## config.mk

```make
export PLATFORM = sky130hd
export DESIGN_NAME = kt_fifo
export DESIGN_NICKNAME = d
export VERILOG_FILES = /design/src/kt_pkg.sv /design/src/kt_fifo.sv
export SDC_FILE = /design/constraint.sdc
export NUM_CORES = 1
export LEC_CHECK = 0
export CAP_MARGIN = 20
export CORE_ASPECT_RATIO = 1.75
export CORE_UTILIZATION = 50
export DETAILED_ROUTE_END_ITERATION = 6
export DONT_BUFFER_PORTS = 1
export SLEW_MARGIN = 5
export SYNTH_ARGS = -nofsm -noshare
export SYNTH_HDL_FRONTEND = slang
export SYNTH_SLANG_ARGS = --single-unit
```

## constraint.sdc

```tcl
create_clock -name clk_i -period 9.3 [get_ports clk_i]
set_input_delay 0.93 -clock clk_i [delete_from_list [all_inputs] [get_ports clk_i]]
set_output_delay 0.93 -clock clk_i [all_outputs]
set_load 0.005 [all_outputs]
```

## src/kt_pkg.sv

```systemverilog
// shared types, token codes, character classes and keyword table of the tokenizer
package kt_pkg;

  localparam int TEXT_LIMIT_DEFAULT  = 255;
  localparam int QUEUE_DEPTH_DEFAULT = 4;
  localparam int PREFIX_DEPTH        = 7;
  localparam int KW_COUNT            = 51;

  localparam logic [6:0] TOK_EOF     = 7'd0;
  localparam logic [6:0] TOK_ID      = 7'd1;
  localparam logic [6:0] TOK_NUMERAL = 7'd2;
  localparam logic [6:0] TOK_STRING  = 7'd3;

  localparam logic [7:0] CH_QUOTE = 8'h22;
  localparam logic [7:0] CH_HASH  = 8'h23;
  localparam logic [7:0] CH_NL    = 8'h0a;
  localparam logic [7:0] CH_DOT   = 8'h2e;
  localparam logic [7:0] CH_X     = 8'h78;
  localparam logic [7:0] CH_UNDER = 8'h5f;
  localparam logic [7:0] CH_SPACE = 8'h20;

  localparam logic       RES_TEXT    = 1'b0;
  localparam logic       RES_END     = 1'b1;
  localparam logic       KIND_BYTE   = 1'b0;
  localparam logic       KIND_EOF    = 1'b1;

  typedef struct packed {
    logic       kind;
    logic [7:0] char_code;
  } in_item_t;

  typedef struct packed {
    logic       result_kind;
    logic [7:0] text_char;
    logic [6:0] token_type;
    logic [7:0] token_length;
    logic       last;
  } out_item_t;

  typedef logic [PREFIX_DEPTH-1:0][7:0] prefix_t;

  // one queue entry: up to three results in the order close, text, tail
  typedef struct packed {
    logic       close_v;
    logic       close_kw;
    logic [6:0] close_type;
    logic [7:0] close_len;
    logic [2:0] key_len;
    prefix_t    key;
    logic       text_v;
    logic [7:0] text_char;
    logic       tail_v;
    logic [6:0] tail_type;
    logic [7:0] tail_len;
  } kt_entry_t;

  typedef struct packed {
    logic       hit;
    logic [6:0] tok;
  } punct_t;

  localparam logic [55:0] KW_TEXT [KW_COUNT] = '{
    "program", "def", "repeat", "turn", "on", "off", "wait", "forever",
    "if", "else", "make", "var", "set", "change", "to", "by",
    "read", "analog", "pulse", "serial", "servo", "print", "tone", "notone",
    "freq", "return", "while", "break", "array", "size", "index", "of",
    "i2c", "begin", "start", "send", "stop", "pin", "is", "high",
    "low", "and", "or", "sin", "cos", "tan", "sqrt", "acos",
    "asin", "atan", "atan2"
  };

  localparam logic [2:0] KW_LEN [KW_COUNT] = '{
    3'd7, 3'd3, 3'd6, 3'd4, 3'd2, 3'd3, 3'd4, 3'd7,
    3'd2, 3'd4, 3'd4, 3'd3, 3'd3, 3'd6, 3'd2, 3'd2,
    3'd4, 3'd6, 3'd5, 3'd6, 3'd5, 3'd5, 3'd4, 3'd6,
    3'd4, 3'd6, 3'd5, 3'd5, 3'd5, 3'd4, 3'd5, 3'd2,
    3'd3, 3'd5, 3'd5, 3'd4, 3'd4, 3'd3, 3'd2, 3'd4,
    3'd3, 3'd3, 3'd2, 3'd3, 3'd3, 3'd3, 3'd4, 3'd4,
    3'd4, 3'd4, 3'd5
  };

  localparam logic [6:0] KW_TYPE [KW_COUNT] = '{
    7'd4,  7'd28, 7'd29, 7'd11, 7'd12, 7'd13, 7'd14, 7'd20,
    7'd21, 7'd22, 7'd17, 7'd52, 7'd15, 7'd18, 7'd16, 7'd19,
    7'd23, 7'd24, 7'd25, 7'd42, 7'd26, 7'd27, 7'd30, 7'd31,
    7'd32, 7'd33, 7'd34, 7'd35, 7'd36, 7'd37, 7'd38, 7'd39,
    7'd43, 7'd44, 7'd45, 7'd46, 7'd47, 7'd48, 7'd49, 7'd50,
    7'd51, 7'd69, 7'd70, 7'd53, 7'd54, 7'd55, 7'd56, 7'd57,
    7'd58, 7'd59, 7'd60
  };

  function automatic logic is_space(logic [7:0] c);
    return (c == CH_SPACE) || (c >= 8'd9 && c <= 8'd13);
  endfunction

  function automatic logic is_digit(logic [7:0] c);
    return c >= "0" && c <= "9";
  endfunction

  function automatic logic is_alpha(logic [7:0] c);
    return (c >= "a" && c <= "z") || (c >= "A" && c <= "Z");
  endfunction

  function automatic logic is_hex(logic [7:0] c);
    return is_digit(c) || (c >= "a" && c <= "f") || (c >= "A" && c <= "F");
  endfunction

  function automatic logic is_word(logic [7:0] c);
    return is_alpha(c) || is_digit(c) || (c == CH_UNDER);
  endfunction

  function automatic punct_t punct_lookup(logic [7:0] c);
    punct_t p;
    p.hit = 1'b1;
    case (c)
      "(":     p.tok = 7'd8;
      ")":     p.tok = 7'd9;
      "[":     p.tok = 7'd40;
      "]":     p.tok = 7'd41;
      ",":     p.tok = 7'd10;
      "{":     p.tok = 7'd5;
      "}":     p.tok = 7'd6;
      "=":     p.tok = 7'd61;
      "<":     p.tok = 7'd63;
      ">":     p.tok = 7'd64;
      "+":     p.tok = 7'd65;
      "-":     p.tok = 7'd66;
      "*":     p.tok = 7'd67;
      "/":     p.tok = 7'd68;
      default: begin
        p.hit = 1'b0;
        p.tok = TOK_ID;
      end
    endcase
    return p;
  endfunction

  // right-aligned packing of the first len bytes, then a match against every keyword
  function automatic logic [6:0] kw_lookup(prefix_t key, logic [2:0] len);
    logic [55:0] word;
    logic [6:0]  tok;
    word = '0;
    tok  = TOK_ID;
    for (int i = 0; i < PREFIX_DEPTH; i++) begin
      if (3'(i) < len) begin
        word = {word[47:0], key[i]};
      end
    end
    for (int k = 0; k < KW_COUNT; k++) begin
      if (KW_LEN[k] == len && KW_TEXT[k] == word) begin
        tok = KW_TYPE[k];
      end
    end
    return tok;
  endfunction

endpackage

```

## src/kt_fifo.sv

```systemverilog
// short queue of classified entries between front and back end
module kt_fifo #(
  parameter int DEPTH = kt_pkg::QUEUE_DEPTH_DEFAULT
) (
  input  logic              clk_i,
  input  logic              rst_ni,
  input  logic              push_i,
  input  kt_pkg::kt_entry_t entry_i,
  input  logic              pop_i,
  output kt_pkg::kt_entry_t head_o,
  output logic              full_o,
  output logic              empty_o
);
  import kt_pkg::*;

  localparam int PW = $clog2(DEPTH);
  localparam int NW = $clog2(DEPTH + 1);

  kt_entry_t     mem_q [DEPTH];
  logic [PW-1:0] wr_q, rd_q;
  logic [NW-1:0] num_q;
  logic          do_push, do_pop;

  assign full_o  = (num_q == NW'(DEPTH));
  assign empty_o = (num_q == '0);
  assign do_push = push_i && !full_o;
  assign do_pop  = pop_i && !empty_o;
  assign head_o  = mem_q[rd_q];

  always_ff @(posedge clk_i or negedge rst_ni) begin
    if (!rst_ni) begin
      wr_q  <= '0;
      rd_q  <= '0;
      num_q <= '0;
    end else begin
      if (do_push) wr_q <= (wr_q == PW'(DEPTH - 1)) ? '0 : wr_q + PW'(1);
      if (do_pop) rd_q <= (rd_q == PW'(DEPTH - 1)) ? '0 : rd_q + PW'(1);
      if (do_push && !do_pop) num_q <= num_q + NW'(1);
      else if (do_pop && !do_push) num_q <= num_q - NW'(1);
    end
  end

  always_ff @(posedge clk_i) begin
    if (do_push) mem_q[wr_q] <= entry_i;
  end

endmodule

```

# ---- Yosys cells after proc, flatten, opt, wreduce, memory -nomap -nowiden
# Memories as Yosys holds them, arrays and structs flattened.
# Index checks and enable logic that the tools add are counted.
dict set report word_totals {
  mem_bits_rw 404
  out_inout_bits 103
  word_cells 27
  n_memories 1
  register_bits 7
}
# memory words word_bits read_ports rd_clocked_by_memory_dff wr line
set mem_list {}
lappend mem_list {mem_q 4 101 1 0 1 kt_fifo.sv:19} ;# kt_entry_t mem_q [DEPTH];
dict set report classes {
  mux 6
  eq_ne 3
  reduce_logical 10
  add_sub_neg 4
}
# operator n
set op_table {}
lappend op_table {{3-bit 2-to-1 mux} 2}
lappend op_table {{2-bit by 1-bit adder with 2-bit output, second input constant} 2}
lappend op_table {{2-bit equality test, second input constant} 2}
lappend op_table {{1-bit logical AND} 4}
lappend op_table {{1-bit zero test} 4}
lappend op_table {{2-bit 2-to-1 mux} 2}
lappend op_table {{3-bit by 1-bit adder with 3-bit output, second input constant} 1}
lappend op_table {{3-bit equality test, second input constant} 1}
lappend op_table {{3-bit zero test} 1}
lappend op_table {{3-bit by 1-bit subtractor with 3-bit output, second input constant} 1}
lappend op_table {{1-bit 2-to-1 mux} 2}
lappend op_table {{2-bit nonzero test} 1}

# ---- Depth between registers and ports, before layout
dict set report depth {
  depth_word 7
  depth_mapped 8
  mapped_depth_nobuf 8
}

# ---- Worst setup path before layout
# No wires, ideal clock.
dict set report synth_path {
  path_kind {input to register}
  from {input port push_i}
  to {memory mem_q[3][0] in the netlist's numbering, enable pin}
  arrival_ps 5219
  path_stages 2
  required_time_ps 8736
  path_slack_ps 3517
  path_cell_list {nand2_1 > nor2_1}
}
dict set report synth_via {
  elab_chain_cells 3
}
# item line
set synth_lines {}
lappend synth_lines {{start, declared} kt_fifo.sv:7} ;# input logic push_i,
lappend synth_lines {{1-bit logical AND} kt_fifo.sv:26} ;# assign do_push = push_i && !full_o;
lappend synth_lines {{1-bit 2-to-1 mux} kt_fifo.sv:44} ;# if (do_push) mem_q[wr_q] <= entry_i;
lappend synth_lines {{1-bit 2-to-1 mux (not written as such)} kt_fifo.sv:44}
lappend synth_lines {{end, declared} kt_fifo.sv:19}
# No other way between the ends.

==> metrics.md <==
| Metric | Value |
|---|---|
| Status | completed |
| Type of origin of the critical path | register |
| GRT overflow | 0 |
| Pins Over Slew Limit | 0 |
| Post-Route Skew | 0.0155 ns |
| Synth Instances | 565 |
| Top cells by area, synth | edfxtp_1 (80%), mux4_2 (15%), dfrtp_1 (1.2%) |
| Vias per cell | 5.79 |
| Synth top area share | 0.804 |
| Pwr Density | 309 nW/µm² |
| Rel. slew slack | 0.346 |
| Maximum vdd drop | 0.000239 V |
| Synthesized Nets | 677 |
| Std-Cell Rows | 83 |
| Critical Path Fanout Max | 49 |
| Drt initial violations | 266 |
| Combinational power share | 0.223 |
| Share of layout cells above drive strength 1 | 0.286 |
| Wire per inst | 27.0 µm |
| Main flop type after synthesis | edfxtp_1 |
| Flop pwr share | 0.513 |
| Leak pwr | 0.00511 µW |
| Switching Power | 1390 µW |
| Core area | 29500 µm² |
| Number of library cell types mapped by synthesis | 23 |
| Final Cell Area | 16500 µm² |
| Clk_lat worst skew | 0.52 ns |
| Initial Util | 0.511 |
| Final hold violations | 0 |
| DP Area | 15400 µm² |
| Final Worst Setup Slack | 5.59 ns |
| Crit path DAT | 2.78 ns |
| GRT Util Overall | 0.178 |
| Yosys warns | 0 |
| Via Count | 5752 |
| Crit. End Element | output pin |
| FF+latch area | 12300 µm² |
| Buffers added on ports | 0 |
| Total die area | 30900 µm² |
| Clock sink count | 411 |
| Final period util | 0.399 |
| Routed Antenna Nets | 0 |
| CTS tree | yes |
| Final hold slack | 0.102 ns |
| Crit Path Class | register to output pin |
| RSZ-0062 raised after global routing | false |
| Avg Cell Area, Syn | 26.7 µm² |
| Clock Tree Buf Depth | 3 |
| Pre-CTS setup slack | 6.02 ns |
| Io pins | 208 |
| M1 wire length | 9.03 mm |
| Area of the multi-input gates | 2540 µm² |
| CTS Buf Count | 36 |
| Total Wirelength | 26.8 mm |
| Count of final setup violators | 0 |
| Hold Path Class | primary input to asynchronous set/reset pin |
| Cell internal pwr | 3690 µW |
| Placed wire-length estimate | 16.1 mm |
| Htree depth | 2 |
| Vias in the first global route | 6429 |
| Post-synth EDFFs | 404 |
| Async SR Flop Fraction | 0.0170 |
| Crit path max-delay family | buffers and inverters |
| Clock share of power | 0.264 |
| Buffer count from post-CTS setup fixing | 0 |
| Area delta synth->final | 9.07% |
| Largest net degree at the start of global routing | 64 |
| Antenna Cells | 0 |
| Crit-path slowest cell | buf_4 |
| Sw frac | 0.273 |
| Slew of the pin with the lowest slew margin | 0.981 ns |
| Max-Cap Viols | 0 |
| Seq/Total Area, Yosys | 0.816 |
| Post-Syn Area | 15100 µm² |
| CTS Hold Bufs | 0 |
| Crit path buf inv count | 1 |
| Met2 WL post-DR | 15.0 mm |
| #FFs+latches synth | 411 |
| Crit-path cells | buf_4, mux4_2 |
| Layout Nets | 700 |
| # resized after CTS | 0 |
| Initial antenna violation count | 0 |
| DRC errors left | 0 |
| Filler cells | 2198 |
| CP required | 8.37 ns |
| Root Buffer | clkbuf_16 |
| Die H | 232 µm |
| Fmax | 269 MHz |
| Critical Path Max Stage Delay | 0.82 ns |
| Uppermost layer routed | met4 |
| Tot Pwr | 5080 µW |
| Drt first pass iters | 5 |
| Tmin final | 3.71 ns |
| Met3 WL | 2.16 mm |
| Final setup TNS | 0 ns |
| Global-route wire length before repair | 39.7 mm |
| Cell taking the most area after synthesis | edfxtp_1 |
| Chip width | 133 µm |
| CTS clock-pin slew for the worst setup and hold paths | 0.06 ns |
| Placer congestion estimate | 0.725 |
[per-layer routing]
metal,vias to the layer above,global-route usage
met5,-,0
met4,0,0.0600
met3,40,0.0598
met2,175,0.326
met1,3068,0.189
li1,2469,-
[final cells by class]
type	instances	area share
Tap cell	382	0.0290
Clock buffer	43	0.0576
Inverter	3	0.000684
Timing Repair Buffer	8	0.00365
Sequential cell	411	0.748
Clock inverter	18	0.00616
Multi-Input combinational cell	128	0.154
[sequential cells by signal (all words and copies together) (netlist names)]
signal and count:
mem_q 404, num_q 3, rd_q 2, wr_q 2
[stage by stage]
| stage | instances | utilization |
|---|---|---|
| after floorplan | 565 | - |
| final | 993 | 0.558 |
| after detailed placement | 932 | 0.522 |
| after global placement | 932 | 0.522 |
| after CTS | 993 | 0.558 |
| after global routing | 993 | 0.558 |
[cells in the final DEF, fill, tap and decap left out, drive strengths merged]
master	n
edfxtp	404
mux4	101
xor2	2
o31ai	1
mux2	4
nand2	1
clkinv	16
ha	6
clkbuf	43
inv	4
fa	1
nor3b	1
buf	8
dfrtp	7
nor2b	1
and2	3
clkinvlp	1
nor2	3
a21o	1
xnor2	1
nor3	2
[path summary, 6_finish.rpt]
| kind | startpoint | to | slack [ns] | cells past startpoint |
|---|---|---|---|---|
| worst max register to register | num_q[2] | mem_q[0][87] | 6.42 | 4 |
| worst min-delay path | rst_ni | rd_q[0] | 0.10 | 0 |
| worst min register to register | num_q[2] | num_q[2] | 0.54 | 1 |
| min in group clk_i | entry_i[78] | mem_q[1][78] | 0.51 | 0 |
| max in group asynchronous | rst_ni | rd_q[0] | 9.12 | 0 |
| worst max-delay path | rd_q[0] | head_o[31] | 5.59 | 2 |
[cell families (layout without fill, tap and decap cells)]
| logic type | after synthesis | count (layout) | share of synthesized area |
|---|---|---|---|
| AOI/OAI and AO/OA | 2 | 2 | 0.00133 |
| xor gates and xnor gates | 3 | 3 | 0.00174 |
| adders and majority gates | 7 | 7 | 0.00630 |
| buffers and inverters | 26 | 72 | 0.0168 |
| DFF | 411 | 411 | 0.816 |
| muxes | 105 | 105 | 0.154 |
| and+or+nand+nor | 11 | 11 | 0.00431 |
[synth_stat cells, types with 2 or more instances]
master    count
and2_1        3
buf_12        7
buf_2         9
buf_4         3
clkbuf_1      2
dfrtp_1       7
edfxtp_1    404
ha_1          6
inv_1         3
mux2_2        4
mux4_2      101
nor2_1        3
nor3_1        2
xor2_1        2
[power groups by stage]
stage               clock [µW]  combinational [µW]  sequential, µW
global placement             0                1150            2630
CTS                       1380                1180            2620
global route              1440                1220            2640
finish                    1340                1130            2610
floorplan                    0                1010            2580
detailed placement           0                1180            2660
Power figures use the tool's default switching activity.
