==> src/kt_pkg.sv <==
// shared types, token codes, character classes and keyword table of the tokenizer
package kt_pkg;

  localparam int TEXT_LIMIT_DEFAULT  = 255;
  localparam int QUEUE_DEPTH_DEFAULT = 4;
  localparam int PREFIX_DEPTH        = 7;
  localparam int KW_COUNT            = 51;

  localparam logic [6:0] TOK_EOF     = 7'd0;
  localparam logic [6:0] TOK_ID      = 7'd1;
  localparam logic [6:0] TOK_NUMERAL = 7'd2;
  localparam logic [6:0] TOK_STRING  = 7'd3;

  localparam logic [7:0] CH_QUOTE = 8'h22;
  localparam logic [7:0] CH_HASH  = 8'h23;
  localparam logic [7:0] CH_NL    = 8'h0a;
  localparam logic [7:0] CH_DOT   = 8'h2e;
  localparam logic [7:0] CH_X     = 8'h78;
  localparam logic [7:0] CH_UNDER = 8'h5f;
  localparam logic [7:0] CH_SPACE = 8'h20;

  localparam logic       RES_TEXT    = 1'b0;
  localparam logic       RES_END     = 1'b1;
  localparam logic       KIND_BYTE   = 1'b0;
  localparam logic       KIND_EOF    = 1'b1;

  typedef struct packed {
    logic       kind;
    logic [7:0] char_code;
  } in_item_t;

  typedef struct packed {
    logic       result_kind;
    logic [7:0] text_char;
    logic [6:0] token_type;
    logic [7:0] token_length;
    logic       last;
  } out_item_t;

  typedef logic [PREFIX_DEPTH-1:0][7:0] prefix_t;

  // one queue entry: up to three results in the order close, text, tail
  typedef struct packed {
    logic       close_v;
    logic       close_kw;
    logic [6:0] close_type;
    logic [7:0] close_len;
    logic [2:0] key_len;
    prefix_t    key;
    logic       text_v;
    logic [7:0] text_char;
    logic       tail_v;
    logic [6:0] tail_type;
    logic [7:0] tail_len;
  } kt_entry_t;

  typedef struct packed {
    logic       hit;
    logic [6:0] tok;
  } punct_t;

  localparam logic [55:0] KW_TEXT [KW_COUNT] = '{
    "program", "def", "repeat", "turn", "on", "off", "wait", "forever",
    "if", "else", "make", "var", "set", "change", "to", "by",
    "read", "analog", "pulse", "serial", "servo", "print", "tone", "notone",
    "freq", "return", "while", "break", "array", "size", "index", "of",
    "i2c", "begin", "start", "send", "stop", "pin", "is", "high",
    "low", "and", "or", "sin", "cos", "tan", "sqrt", "acos",
    "asin", "atan", "atan2"
  };

  localparam logic [2:0] KW_LEN [KW_COUNT] = '{
    3'd7, 3'd3, 3'd6, 3'd4, 3'd2, 3'd3, 3'd4, 3'd7,
    3'd2, 3'd4, 3'd4, 3'd3, 3'd3, 3'd6, 3'd2, 3'd2,
    3'd4, 3'd6, 3'd5, 3'd6, 3'd5, 3'd5, 3'd4, 3'd6,
    3'd4, 3'd6, 3'd5, 3'd5, 3'd5, 3'd4, 3'd5, 3'd2,
    3'd3, 3'd5, 3'd5, 3'd4, 3'd4, 3'd3, 3'd2, 3'd4,
    3'd3, 3'd3, 3'd2, 3'd3, 3'd3, 3'd3, 3'd4, 3'd4,
    3'd4, 3'd4, 3'd5
  };

  localparam logic [6:0] KW_TYPE [KW_COUNT] = '{
    7'd4,  7'd28, 7'd29, 7'd11, 7'd12, 7'd13, 7'd14, 7'd20,
    7'd21, 7'd22, 7'd17, 7'd52, 7'd15, 7'd18, 7'd16, 7'd19,
    7'd23, 7'd24, 7'd25, 7'd42, 7'd26, 7'd27, 7'd30, 7'd31,
    7'd32, 7'd33, 7'd34, 7'd35, 7'd36, 7'd37, 7'd38, 7'd39,
    7'd43, 7'd44, 7'd45, 7'd46, 7'd47, 7'd48, 7'd49, 7'd50,
    7'd51, 7'd69, 7'd70, 7'd53, 7'd54, 7'd55, 7'd56, 7'd57,
    7'd58, 7'd59, 7'd60
  };

  function automatic logic is_space(logic [7:0] c);
    return (c == CH_SPACE) || (c >= 8'd9 && c <= 8'd13);
  endfunction

  function automatic logic is_digit(logic [7:0] c);
    return c >= "0" && c <= "9";
  endfunction

  function automatic logic is_alpha(logic [7:0] c);
    return (c >= "a" && c <= "z") || (c >= "A" && c <= "Z");
  endfunction

  function automatic logic is_hex(logic [7:0] c);
    return is_digit(c) || (c >= "a" && c <= "f") || (c >= "A" && c <= "F");
  endfunction

  function automatic logic is_word(logic [7:0] c);
    return is_alpha(c) || is_digit(c) || (c == CH_UNDER);
  endfunction

  function automatic punct_t punct_lookup(logic [7:0] c);
    punct_t p;
    p.hit = 1'b1;
    case (c)
      "(":     p.tok = 7'd8;
      ")":     p.tok = 7'd9;
      "[":     p.tok = 7'd40;
      "]":     p.tok = 7'd41;
      ",":     p.tok = 7'd10;
      "{":     p.tok = 7'd5;
      "}":     p.tok = 7'd6;
      "=":     p.tok = 7'd61;
      "<":     p.tok = 7'd63;
      ">":     p.tok = 7'd64;
      "+":     p.tok = 7'd65;
      "-":     p.tok = 7'd66;
      "*":     p.tok = 7'd67;
      "/":     p.tok = 7'd68;
      default: begin
        p.hit = 1'b0;
        p.tok = TOK_ID;
      end
    endcase
    return p;
  endfunction

  // right-aligned packing of the first len bytes, then a match against every keyword
  function automatic logic [6:0] kw_lookup(prefix_t key, logic [2:0] len);
    logic [55:0] word;
    logic [6:0]  tok;
    word = '0;
    tok  = TOK_ID;
    for (int i = 0; i < PREFIX_DEPTH; i++) begin
      if (3'(i) < len) begin
        word = {word[47:0], key[i]};
      end
    end
    for (int k = 0; k < KW_COUNT; k++) begin
      if (KW_LEN[k] == len && KW_TEXT[k] == word) begin
        tok = KW_TYPE[k];
      end
    end
    return tok;
  endfunction

endpackage

==> src/kt_stream_if.sv <==
// valid/ready stream channel with a typed payload
interface kt_stream_if #(
  parameter type payload_t = logic
);
  logic     valid;
  logic     ready;
  payload_t data;

  modport source (output valid, output data, input ready);
  modport sink (input valid, input data, output ready);
endinterface

==> src/kt_back.sv <==
// back end: resolves keywords, sends results one per cycle unless out_o stalls
module kt_back (
  input  logic              clk_i,
  input  logic              rst_ni,
  input  kt_pkg::kt_entry_t head_i,
  input  logic              empty_i,
  output logic              pop_o,
  kt_stream_if.source       out_o
);
  import kt_pkg::*;

  logic [2:0] done_q, done_d;
  logic [2:0] slots, pend, cur;
  logic       is_last;
  logic       load;
  logic       ov_q;
  out_item_t  data_q, data_d;

  assign slots   = {head_i.tail_v, head_i.text_v, head_i.close_v};
  assign pend    = slots & ~done_q;
  assign cur     = {pend[2] & ~pend[1] & ~pend[0], pend[1] & ~pend[0], pend[0]};
  assign is_last = ((pend & ~cur) == 3'b000);
  assign load    = (!ov_q || out_o.ready) && !empty_i;
  assign pop_o   = load && is_last;
  assign done_d  = is_last ? 3'b000 : (done_q | cur);

  always_comb begin
    data_d      = '0;
    data_d.last = is_last;
    if (cur[0]) begin
      data_d.result_kind  = RES_END;
      data_d.token_type   = head_i.close_kw ? kw_lookup(head_i.key, head_i.key_len)
                                            : head_i.close_type;
      data_d.token_length = head_i.close_len;
    end else if (cur[1]) begin
      data_d.result_kind = RES_TEXT;
      data_d.text_char   = head_i.text_char;
    end else begin
      data_d.result_kind  = RES_END;
      data_d.token_type   = head_i.tail_type;
      data_d.token_length = head_i.tail_len;
    end
  end

  always_ff @(posedge clk_i or negedge rst_ni) begin
    if (!rst_ni) begin
      ov_q   <= 1'b0;
      done_q <= '0;
    end else begin
      if (load) begin
        ov_q   <= 1'b1;
        done_q <= done_d;
      end else if (out_o.ready) begin
        ov_q <= 1'b0;
      end
    end
  end

  always_ff @(posedge clk_i) begin
    if (load) data_q <= data_d;
  end

  assign out_o.valid = ov_q;
  assign out_o.data  = data_q;

endmodule

==> src/flat_wrapper.sv <==
// flat-port wrapper written by rule: the top's interface ports become plain ports
module kt_back_flat import kt_pkg::*;
  (clk_i, rst_ni, head_i, empty_i, pop_o, out_o_valid, out_o_data, out_o_ready);
  kt_stream_if out_o_i ();
  input  logic clk_i;
  input  logic rst_ni;
  input  kt_pkg::kt_entry_t head_i;
  input  logic empty_i;
  output logic pop_o;
  output wire logic [$bits(out_o_i.valid)-1:0] out_o_valid;
  output wire logic [$bits(out_o_i.data)-1:0] out_o_data;
  input wire logic [$bits(out_o_i.ready)-1:0] out_o_ready;
  assign out_o_valid = out_o_i.valid;
  assign out_o_data = out_o_i.data;
  assign out_o_i.ready = out_o_ready;
  kt_back u_core (.clk_i(clk_i), .rst_ni(rst_ni), .head_i(head_i), .empty_i(empty_i), .pop_o(pop_o), .out_o(out_o_i));
endmodule
==> config.mk <==
export PLATFORM = sky130hd
export DESIGN_NAME = kt_back_flat
export DESIGN_NICKNAME = d
export VERILOG_FILES = /design/src/kt_pkg.sv /design/src/kt_stream_if.sv /design/src/kt_back.sv /design/src/flat_wrapper.sv
export SDC_FILE = /design/constraint.sdc
export NUM_CORES = 1
export LEC_CHECK = 0
export ABC_AREA = 1
export BUFFER_PORTS_ARGS = -buffer_cell sky130_fd_sc_hd__clkbuf_2
export CELL_PAD_IN_SITES_DETAIL_PLACEMENT = 1
export CELL_PAD_IN_SITES_GLOBAL_PLACEMENT = 1
export CORE_MARGIN = 2
export CORE_UTILIZATION = 10
export CTS_CLUSTER_DIAMETER = 50
export DETAILED_ROUTE_END_ITERATION = 8
export HOLD_SLACK_MARGIN = 0.08
export PLACE_DENSITY = 0.95
export SLEW_MARGIN = 5
export SYNTH_ARGS = -nofsm -noshare
export SYNTH_HDL_FRONTEND = slang
export SYNTH_SLANG_ARGS = --single-unit
==> constraint.sdc <==
create_clock -name clk_i -period 1.1 [get_ports clk_i]
set_input_delay 0.11 -clock clk_i [delete_from_list [all_inputs] [get_ports clk_i]]
set_output_delay 0.11 -clock clk_i [all_outputs]
set_load 0.01 [all_outputs]
* Word level (Yosys, flattened, before mapping) *
Cells that the tools add are included.

cells by class
  $add $sub $neg = 0
  multipliers = 0
  divide/modulo/power cells = 0
  magnitude comparators = 0
  equal/unequal tests = 0
  shifts and indexed selects = 0
  muxes and demuxes = 3
  bitwise logic cells = 10
  reductions and logical operators = 7

operator list
  operator            count
  3-bit AND           2
  3-bit NOT           2
  1-bit AND           3
  3-bit zero test     1
  3-bit two-way mux   1
  3-bit bitwise OR    1
  1-bit logical AND   2
  1-bit zero test     2
  1-bit two-way mux   2
  1-bit NOT           2
  2-bit nonzero test  1
  1-bit logical OR    1

storage, ports and cells
  register bits = 5
  bits in latches = 0
  RAM bits = 0
  ROM bits = 0
  bits of input ports = 105
  output and inout port bits = 3
  word-level logic and storage cells = 23
  memories = 0

* Longest topological paths before layout *
Gate-level depths: netlist of run 1.

  word-level depth = 9
  gate-level depth with buffers = 6
  depth with buffers taken out = 6

* Worst setup path before layout of run 1 *
Ideal clock, no wire load.

  path type = flip-flop to flip-flop
  from = register u_core.ov_q, in the netlist u_core.out_o.valid
  to = register u_core.done_q[0]
  setup time = 119 ps
  data arrival time = 888 ps
  data required time = 981 ps
  slack = 93 ps
  stages on the path, launching flop included = 5
  buffers on the path = 0
  clock period less this slack = 1007 ps
  cell sequence = dfrtp_1 > a21oi_4 > nand2_2 > nor2_4 > nor2_2

on the way
  cells in the longest elaborated chain, start to end = 3

RTL lines
  element                 line           source
  start, declared         kt_back.sv:16  logic ov_q;
  start signal, assigned  kt_back.sv:47  ov_q <= 1'b0;
  start signal, assigned  kt_back.sv:51  ov_q <= 1'b1;
  start signal, assigned  kt_back.sv:54  ov_q <= 1'b0;
  1-bit zero test         kt_back.sv:23  assign load = (!ov_q || out_o.ready) && !empty_i;
  1-bit logical OR        kt_back.sv:23
  1-bit logical AND       kt_back.sv:23
  named net u_core.load   kt_back.sv:15  logic load;
  end signal, assigned    kt_back.sv:52  done_q <= done_d;
  end, declared           kt_back.sv:12  logic [2:0] done_q, done_d;

The timed path passes the listed nets, and every way through them passes these cells.
A chain may end at the register's enable or synchronous reset.

* Worst setup path in the final report of run 1 *
  from = register u_core.done_q[1]
  to = output port pop_o

on the way
  cells in the longest elaborated chain, start to end = 9
  elaborated cells on any way between the ends = 10
  those cells by class = bitwise (8); reduce/logical (2)

RTL lines
  element                 line               source
  3-bit NOT (*)           kt_back.sv:20      assign pend = slots & ~done_q;
  3-bit AND (*)           kt_back.sv:20
  1-bit NOT               kt_back.sv:21      assign cur = {pend[2] & ~pend[1] & ~pend[0], pend[1] & ~pend[0], pend[0]};
  1-bit AND (2 in a row)  kt_back.sv:21
  3-bit NOT               kt_back.sv:22      assign is_last = ((pend & ~cur) == 3'b000);
  3-bit AND (*)           kt_back.sv:22
  3-bit zero test (*)     kt_back.sv:22
  1-bit logical AND (*)   kt_back.sv:24      assign pop_o = load && is_last;
  end, declared           flat_wrapper.sv:9  output logic pop_o;

Every way passes the cells marked *; elsewhere a longest branch is shown, timed or not.

==> flow_summary.ini, run 1 <==
[global_route]
grt_max_degree = 5
grt_pass1_wl_um = 1410
grt_pass1_vias = 348
antenna_found_initial = 0
overflow = 0
grt_usage_pct = 6.19

[synth]
synthSimpleGateAreaFrac_pct = 31.3
synth_top_family_by_area = simple AND/OR/NAND/NOR gates
ys_seq_area_share_pct = 45.8
synth_compound_area_share_pct = 12.3
postSynthCellCount = 35
synth.distinct_cells = 13
synth_seq_cells = 5
syn_area_sq_um = 284
synthAdderAreaFrac_pct = 0
synth_fp_nets = 140
syn_area_per_cell_sq_um = 8.11
synth_xor_area_share_pct = 0
synth.yosys.warnings = 0
synth_mux_area_share_pct = 0

[route]
via_per_inst = 3.42
top_layer = met4
ant_nets = 0
drt-total-wl_um = 878
drt_pre_antenna_iters = 2
met2_length_um = 521
initialDrtViolationCount = 2
m1WireLength_um = 297
drcViolationCount = 0
wire_per_inst_um = 9.87
wl_met3_um = 23
vias = 304

[power_and_ir_drop]
p_leak_nw = 0.250
power.density_nw_per_um2 = 1350
power_mw = 0.674
vdd_drop_max_v = 0.000480

[cells_and_area]
final_util_pct = 18.2
drive_gt1_share_pct = 55.2
stdcell_count = 89
antennaDiodeCount = 0
final_nets = 164
area_growth_pct = 75.3
fin_area_sq_um = 498
fillers = 321
final_cell_mix = clkbuf_2, buf_4, nand2_1

[setup_path]
r2r_slack_ps = -150
critical_path_class = register to primary output
cp_max_fo = 3
cp-end-kind = primary output
startpoint_type = register
cp_slowest_stage_delay_ps = 400
cp-startpoint = u_core.done_q[1]
path_delay_family = flip-flops
arrival_ps = 1150
crit_required_ps = 990
path_buf_inv = 2
crit_chain = inv_1, nand2_2, a21oi_4, nor2_4, buf_6
r2r-start = u_core.done_q[1]
crit_slowest_cell = dfrtp_1

[placed_design]
place_ws_ps = 15.6
dp_cells = 76
io_buffers = 9
placed_cell_area_sq_um = 375
routabilityCongestion = 0.769
dp_hpwl_um = 651

[worst_hold_path]
hold_class = input pin to register
min_from = out_o_ready

[timing]
setup_violations = 2
fin_worst_skew_ps = 4.63
setup_ws_ps = -164
min_period_ps = 1260
slew_violations = 0
fin_crit_sh_pct = 115
max_slew.worst_pin.slew_ps = 159
relSlewSlack_pct = 89.4
hold_viol_final = 0
fmax_mhz = 791
rsz0062_at_grt = yes

[status]
violations = setup timing
status = complete, but fails checks

[floorplanning]
num_rows = 19
io_pins = 108
dieArea_sq_um = 3280
core_sq_um = 2730
die_w_um = 57.3
die_y_um = 57.3
start_util_pct = 10.4

[clock_tree]
cts_made_buffers = 3
cts_tree = done
clk_pin_slew_ps = 50
clock-sinks = 5
insertion_delay_ps = 250
clk_root_buffer_cell = clkbuf_4
cts_max_path_buffers = 2
htreeDepth = 1

[job]
drv_cap = 0
[through the flow]
step	hold slack [ps]	setup TNS (ps)
final	189	-315
after global routing	206	-443
after CTS	187	-202
after detailed placement	-68.4	0
after global placement	-74.4	0
after floorplan	-186	0
[worst min-delay path: stages]
cell and delay [ps]:
clkbuf_2 80, inv_2 40, nand2_1 100, nand2_1 60
[final timing paths]
check,endpoint,depth (start not counted)
min in group asynchronous,u_core.done_q[1],2
min,u_core.out_o.valid,4
max reg2reg,u_core.out_o.data,6
max,pop_o,5
min reg2reg,u_core.done_q[2],2
max in group asynchronous,u_core.done_q[2],2
[power by group]
part	switching, mW	internal (mW)
combinational	0.105	0.110
sequential	0.0196	0.213
clock	0.0877	0.138
total	0.212	0.461
[layout make-up]
| class | count | area [sq um] | area share, % |
|---|---|---|---|
| well taps | 31 | 38.8 | 7.79 |
| inverters | 8 | 30.0 | 6.03 |
| flip-flops and latches | 5 | 130 | 26.1 |
| repair buffers | 19 | 131 | 26.4 |
| multi-input cells | 22 | 141 | 28.4 |
| clock buffers | 4 | 26.3 | 5.28 |
[state kept, by name, summed over array words and instances (netlist names)]
| register | flops |
|---|---|
| u_core.out_o.valid | 1 |
| u_core.out_o.data | 1 |
| u_core.done_q | 3 |
[kinds of logic after synthesis]
kind of cell / Yosys count
flip-flops: 5
AO/OA/AOI/OAI: 4
AND/OR/NAND/NOR: 18
buffers and inverters: 8
[metal layers]
| metal | track usage (%) | up-vias |
|---|---|---|
| met1 | 4.46 | 145 |
| li1 | - | 148 |
| met5 | 0 | - |
| met2 | 12.0 | 7 |
| met4 | 6.98 | 0 |
| met3 | 1.36 | 4 |
[cells in the mapped netlist]
cell,count,share of area (%)
nor2_4,1,4.0
inv_1,6,7.9
a21oi_1,2,3.5
dfrtp_1,4,35
nand3_1,1,1.8
a21oi_2,1,3.1
edfxtp_1,1,11
nand2_2,1,2.2
nor2_1,2,2.6
nand2_1,9,12
nor2_2,4,8.8
inv_2,2,2.6
a21oi_4,1,5.7
[timing repair]
action                                  CTS  global route
pin swaps                                 2             5
endpoints found under the hold margin     5             0
endpoints found under the setup margin    1             3
hold buffers                              2             0
setup buffers                             6             2
resized for setup                         3             3
Power figures use the tool's default switching activity.
==> inputs of run 2 (changes only) <==
--- a/config.mk
+++ b/config.mk
@@ -15,6 +15,7 @@
 export DETAILED_ROUTE_END_ITERATION = 8
 export HOLD_SLACK_MARGIN = 0.08
 export PLACE_DENSITY = 0.95
+export SETUP_SLACK_MARGIN = 0.15
 export SLEW_MARGIN = 5
 export SYNTH_ARGS = -nofsm -noshare
 export SYNTH_HDL_FRONTEND = slang
==> constraint.sdc (replaced) <==
create_clock -name clk_i -period 1.6 [get_ports clk_i]
set_input_delay 0.16 -clock clk_i [delete_from_list [all_inputs] [get_ports clk_i]]
set_output_delay 0.16 -clock clk_i [all_outputs]
set_load 0.01 [all_outputs]
==> run 2 against run 1 <==
The flow now finishes without violations. Combinational power decreased by 54%. Critical path type unchanged. Non-clock buffer count decreased by 7. Clock power decreased by 33%. Sequential share of layout area increased by 4.9 points. Via count decreased by 9.9%. Clock skew increased by 2.4 ps.
==> flow_summary.ini, run 2 (same netlist as run 1, synthesis figures left out) <==
[status]
status = finished clean

[setup_path]
r2r-start = u_core.done_q[0]
cp_max_fo = 3
r2r_slack_ps = 470
worstRegToRegCells = 4
cp-end-kind = primary output
timing.rr.end = u_core.out_o.data
cp-endpoint = pop_o
crit_required_ps = 1440
critical_path_class = register to primary output
startpoint_type = register
cp-startpoint = u_core.out_o.valid
arrival_ps = 1220

[job]
drv_cap = 0

[placed_design]
io_buffers = 9
dp_hpwl_um = 644
dp_cells = 75
routabilityCongestion = 0.747

[global_route]
grt_max_degree = 5
grt_pass1_vias = 303
overflow = 0
grt_usage_pct = 5.44
grt_pass1_wl_um = 1270
antenna_found_initial = 0

[power_and_ir_drop]
p_clk_share_pct = 36.9
vdd_drop_max_v = 0.000278
swShare_pct = 31.6
p_leak_nw = 0.210
p_comb_share_pct = 24.1
p_seq_share_pct = 39.0
power.density_nw_per_um2 = 985
p_int_mw = 0.283
power_mw = 0.413
power_switching_mw = 0.130

[timing]
slew_violations = 0
fin_worst_skew_ps = 7.06
relSlewSlack_pct = 86.6
fin_crit_sh_pct = 86.2
fin_tns_setup_ps = 0
fmax_mhz = 725
min_period_ps = 1380
setup_violations = 0
hold_viol_final = 0
rsz0062_at_grt = no
max_slew.worst_pin.slew_ps = 201

[clock_tree]
htreeDepth = 1
ctsResizeCount = 0
clock-sinks = 5
cts_tree = done
insertion_delay_ps = 250
cts_max_path_buffers = 2
clk_pin_slew_ps = 50
clk_root_buffer_cell = clkbuf_4
cts_made_buffers = 3

[cells_and_area]
final_cell_mix = nand2_1, clkbuf_2, inv_1
final_nets = 157
area_growth_pct = 47.6
final_util_pct = 15.3
antennaDiodeCount = 0
largest_reg_flops = 3
fillers = 326
stdcell_count = 82
drive_gt1_share_pct = 47.1
top_register = u_core.done_q

[floorplanning]
die_y_um = 57.3
core_sq_um = 2730
start_util_pct = 10.4
io_pins = 108
dieArea_sq_um = 3280
die_w_um = 57.3
num_rows = 19

[route]
drcViolationCount = 0
drt_pre_antenna_iters = 2
via_per_inst = 3.34
ant_nets = 0
vias = 274
wire_per_inst_um = 9.93
drt-total-wl_um = 814
initialDrtViolationCount = 7

[worst_hold_path]
hold_class = input pin to register
-- run 2: what timing repair did --
item | 4_1_cts | 5_1_grt
hold buffers | 1 | 0
setup endpoints to repair | 0 | 1
buffers inserted | 0 | 2
hold endpoints to repair | 4 | 0
-- run 2: per-stage QoR --
stage                     hold WS, ps  setup slack, ps  instance area, sq um
after detailed placement        -20.8              452                   368
after CTS                         131              174                   404
final                             137              220                   419
after global placement          -26.6              480                   368
after global routing              148              148                   419
after floorplan                  -136              591                   284
-- run 2: per-layer routing --
metal  vias up  track usage [%]  share of wire [%]
met5         -                0                  0
met4         0             4.98                  0
met3         0             1.36                3.1
met2         5             9.85                 61
met1       135             4.88                 36
li1        134                -                  -
-- run 2: worst max-delay path, stage by stage, from the launching register on --
cell and delay [ps]:
dfrtp_1 420, a21oi_4 180, nand2_2 80, nor2_4 150
clkbuf_2 150
-- run 2: how the worst min path moves through the flow --
stage                 start            endpoint  slack, ps  depth (start not counted)
floorplan            rst_ni    u_core.done_q[0]       -140                          0
global placement     rst_ni    u_core.done_q[1]        -30                          1
detailed placement   rst_ni    u_core.done_q[1]        -20                          1
CTS                 empty_i  u_core.out_o.valid        130                          2
global route        empty_i  u_core.out_o.valid        150                          2
finish              empty_i  u_core.out_o.valid        140                          2
-- run 2: power by group through the flow --
stage | clock network (mW) | logic [mW] | registers (mW)
after floorplan | 0 | 0.0597 | 0.162
after global placement | 0 | 0.0860 | 0.160
after detailed placement | 0 | 0.0930 | 0.164
after CTS | 0.159 | 0.0960 | 0.161
after global routing | 0.165 | 0.111 | 0.162
final | 0.152 | 0.0995 | 0.161
-- run 2: final cells by class --
class	count	area [sq um]	share of cell area, %
Clock buffer	4	26.3	6.27
Inverter	8	30.0	7.16
Multi-Input combinational cell	22	124	29.6
Sequential cell	5	130	31.0
Tap cell	31	38.8	9.25
Timing Repair Buffer	12	70.1	16.7
==> inputs of run 3 (changes only) <==
--- a/config.mk
+++ b/config.mk
@@ -5,7 +5,6 @@
 export SDC_FILE = /design/constraint.sdc
 export NUM_CORES = 1
 export LEC_CHECK = 0
-export ABC_AREA = 1
 export BUFFER_PORTS_ARGS = -buffer_cell sky130_fd_sc_hd__clkbuf_2
 export CELL_PAD_IN_SITES_DETAIL_PLACEMENT = 1
 export CELL_PAD_IN_SITES_GLOBAL_PLACEMENT = 1
==> run 3 against run 2 <==
Area after synthesis is 9.3% lower. Highest routed layer unchanged. First-iteration DRC count is 100% lower. Fmax is 1.5% lower. Via count is 12% lower. Final area shrank 1.2%. Wire length decreased by 16%. Largest power group unchanged. Register-to-register slack worse by 30 ps. Sequential power shrank 4%. Critical endpoint unchanged. Synthesized cell count down 29%. Global-route usage decreased by 0.12 points. Utilization rose by 1.5 points.
==> flow_summary.ini, run 3 <==
[status]
status = finished clean

[synth]
synth-edff-count = 1
ys_seq_area_share_pct = 50.5
synth_fp_nets = 130
syn_area_per_cell_sq_um = 10.3
synth.yosys.warnings = 0
synth_top_area_cell = dfrtp_1
yosys-top-cells-count = dfrtp_1, inv_1, nor2b_1
async_flop_share_pct = 80.0
postSynthCellCount = 25
synth_top_cell_area_share_pct = 38.8
synth_ff_type = dfrtp_1
synth_seq_cells = 5
synth.distinct_cells = 15
syn_area_sq_um = 258
synth_top_cells_by_area = dfrtp_1, edfxtp_1, nor2b_1

[placed_design]
routabilityCongestion = 0.707
io_buffers = 9
dp_hpwl_um = 515
place_ws_ps = 300
dp_cells = 64

[route]
drt-total-wl_um = 686
drcViolationCount = 0
m1WireLength_um = 270
vias = 242
via_per_inst = 3.41
drt_pre_antenna_iters = 1
ant_nets = 0
met2_length_um = 363
wire_per_inst_um = 9.66
wl_met3_um = 51
initialDrtViolationCount = 0
top_layer = met3

[floorplanning]
die_w_um = 54.8
core_sq_um = 2450
die_y_um = 54.8
start_util_pct = 10.5
num_rows = 18
dieArea_sq_um = 3000
io_pins = 108

[timing]
setup_violations = 0
setup_ws_ps = 200
relSlewSlack_pct = 84.2
fin_crit_sh_pct = 87.5
min_period_ps = 1400
fin_tns_setup_ps = 0
max_slew.worst_pin.slew_ps = 236
rsz0062_at_grt = yes
slew_violations = 0
hold_viol_final = 0
fmax_mhz = 714
fin_worst_skew_ps = 1.30

[worst_hold_path]
min_from = empty_i
holdPathStages = 2
hold_class = input pin to register

[clock_tree]
cts_made_buffers = 3
insertion_delay_ps = 240
clk_pin_slew_ps = 40
cts_max_path_buffers = 2
clock-sinks = 5
htreeDepth = 1
clk_root_buffer_cell = clkbuf_4
cts_tree = done

[cells_and_area]
drive_gt1_share_pct = 48.8
mostFrequentLayoutCell = clkbuf_2
largest_reg_flops = 3
final_cell_mix = clkbuf_2, nor2b_4, inv_1, dfrtp_1, clkbuf_4
top_register = u_core.done_q
stdcell_count = 71
final_util_pct = 16.9
area_growth_pct = 60.7
antennaDiodeCount = 0
final_nets = 147

[global_route]
grt_max_degree = 6
grt_pass1_wl_um = 1090
grt_pass1_vias = 258
overflow = 0
antenna_found_initial = 0
grt_usage_pct = 5.33

[setup_path]
arrival_ps = 1240
critical_path_class = register to primary output
worstRegToRegCells = 4
cp_max_fo = 4
cp-end-kind = primary output
startpoint_type = register
crit_required_ps = 1440
cp-startpoint = u_core.done_q[0]
r2r-start = u_core.done_q[2]

[power_and_ir_drop]
vdd_drop_max_v = 0.000536
p_leak_nw = 0.199
power.density_nw_per_um2 = 936

[job]
drv_cap = 0
## run 3: layout make-up
type | instances | area [sq um]
Timing Repair Buffer | 12 | 70.1
Inverter | 4 | 15.0
Tap cell | 30 | 37.5
Fill cell | 276 | 2040
Multi-Input combinational cell | 16 | 135
Clock buffer | 4 | 26.3
Sequential cell | 5 | 130
## run 3: report_power, final
| group | switching (mW) | leakage (nW) | internal (mW) |
|---|---|---|---|
| Combinational | 0.0410 | 0.123 | 0.0472 |
| Clock | 0.0507 | 0.0150 | 0.0942 |
| Sequential | 0.0105 | 0.0601 | 0.144 |
## run 3: critical path: stages, from the launching register on
cell,delay [ps]
dfrtp_1,380
nor2b_4,70
maj3_2,320
nor2_1,100
buf_2,140
## run 3: logic make-up after synthesis
logic type,synth area share [%]
AND/OR/NAND/NOR,22.8
adder cells (fa/ha/maj),4.37
AO/OA/AOI/OAI,16.5
flip-flops,50.5
buffers and inverters,5.82
## run 3: metrics by stage
step | power [mW] | hold slack (ps) | instance area (sq um)
finish | 0.388 | 140 | 414
global route | 0.412 | 157 | 414
CTS | 0.376 | 131 | 384
detailed placement | 0.221 | -25.7 | 340
global placement | 0.217 | -27.9 | 340
floorplan | 0.194 | -136 | 258
## run 3: repair_timing
item                                   CTS  global route
pin swaps                                0             2
buffers inserted                         0             2
endpoints found under the hold margin    4             0
hold buffers                             1             0
gates cloned                             0             0
setup endpoints to repair                1             1
resized for setup                        3             4
## run 3: per-layer routing
| metal | vias up | global-route usage [%] |
|---|---|---|
| li1 | 116 | - |
| met1 | 117 | 5.44 |
| met2 | 9 | 9.72 |
| met3 | 0 | 3.28 |
| met4 | 0 | 0 |
| met5 | - | 0 |
## run 3: final timing paths
kind	to	slack, ps
worst min-delay path	u_core.out_o.valid	140
worst max register to register	u_core.out_o.data	440
worst min register to register	u_core.done_q[1]	580
min in group asynchronous	u_core.done_q[0]	270
worst max-delay path	pop_o	200
max in group asynchronous	u_core.done_q[1]	1200
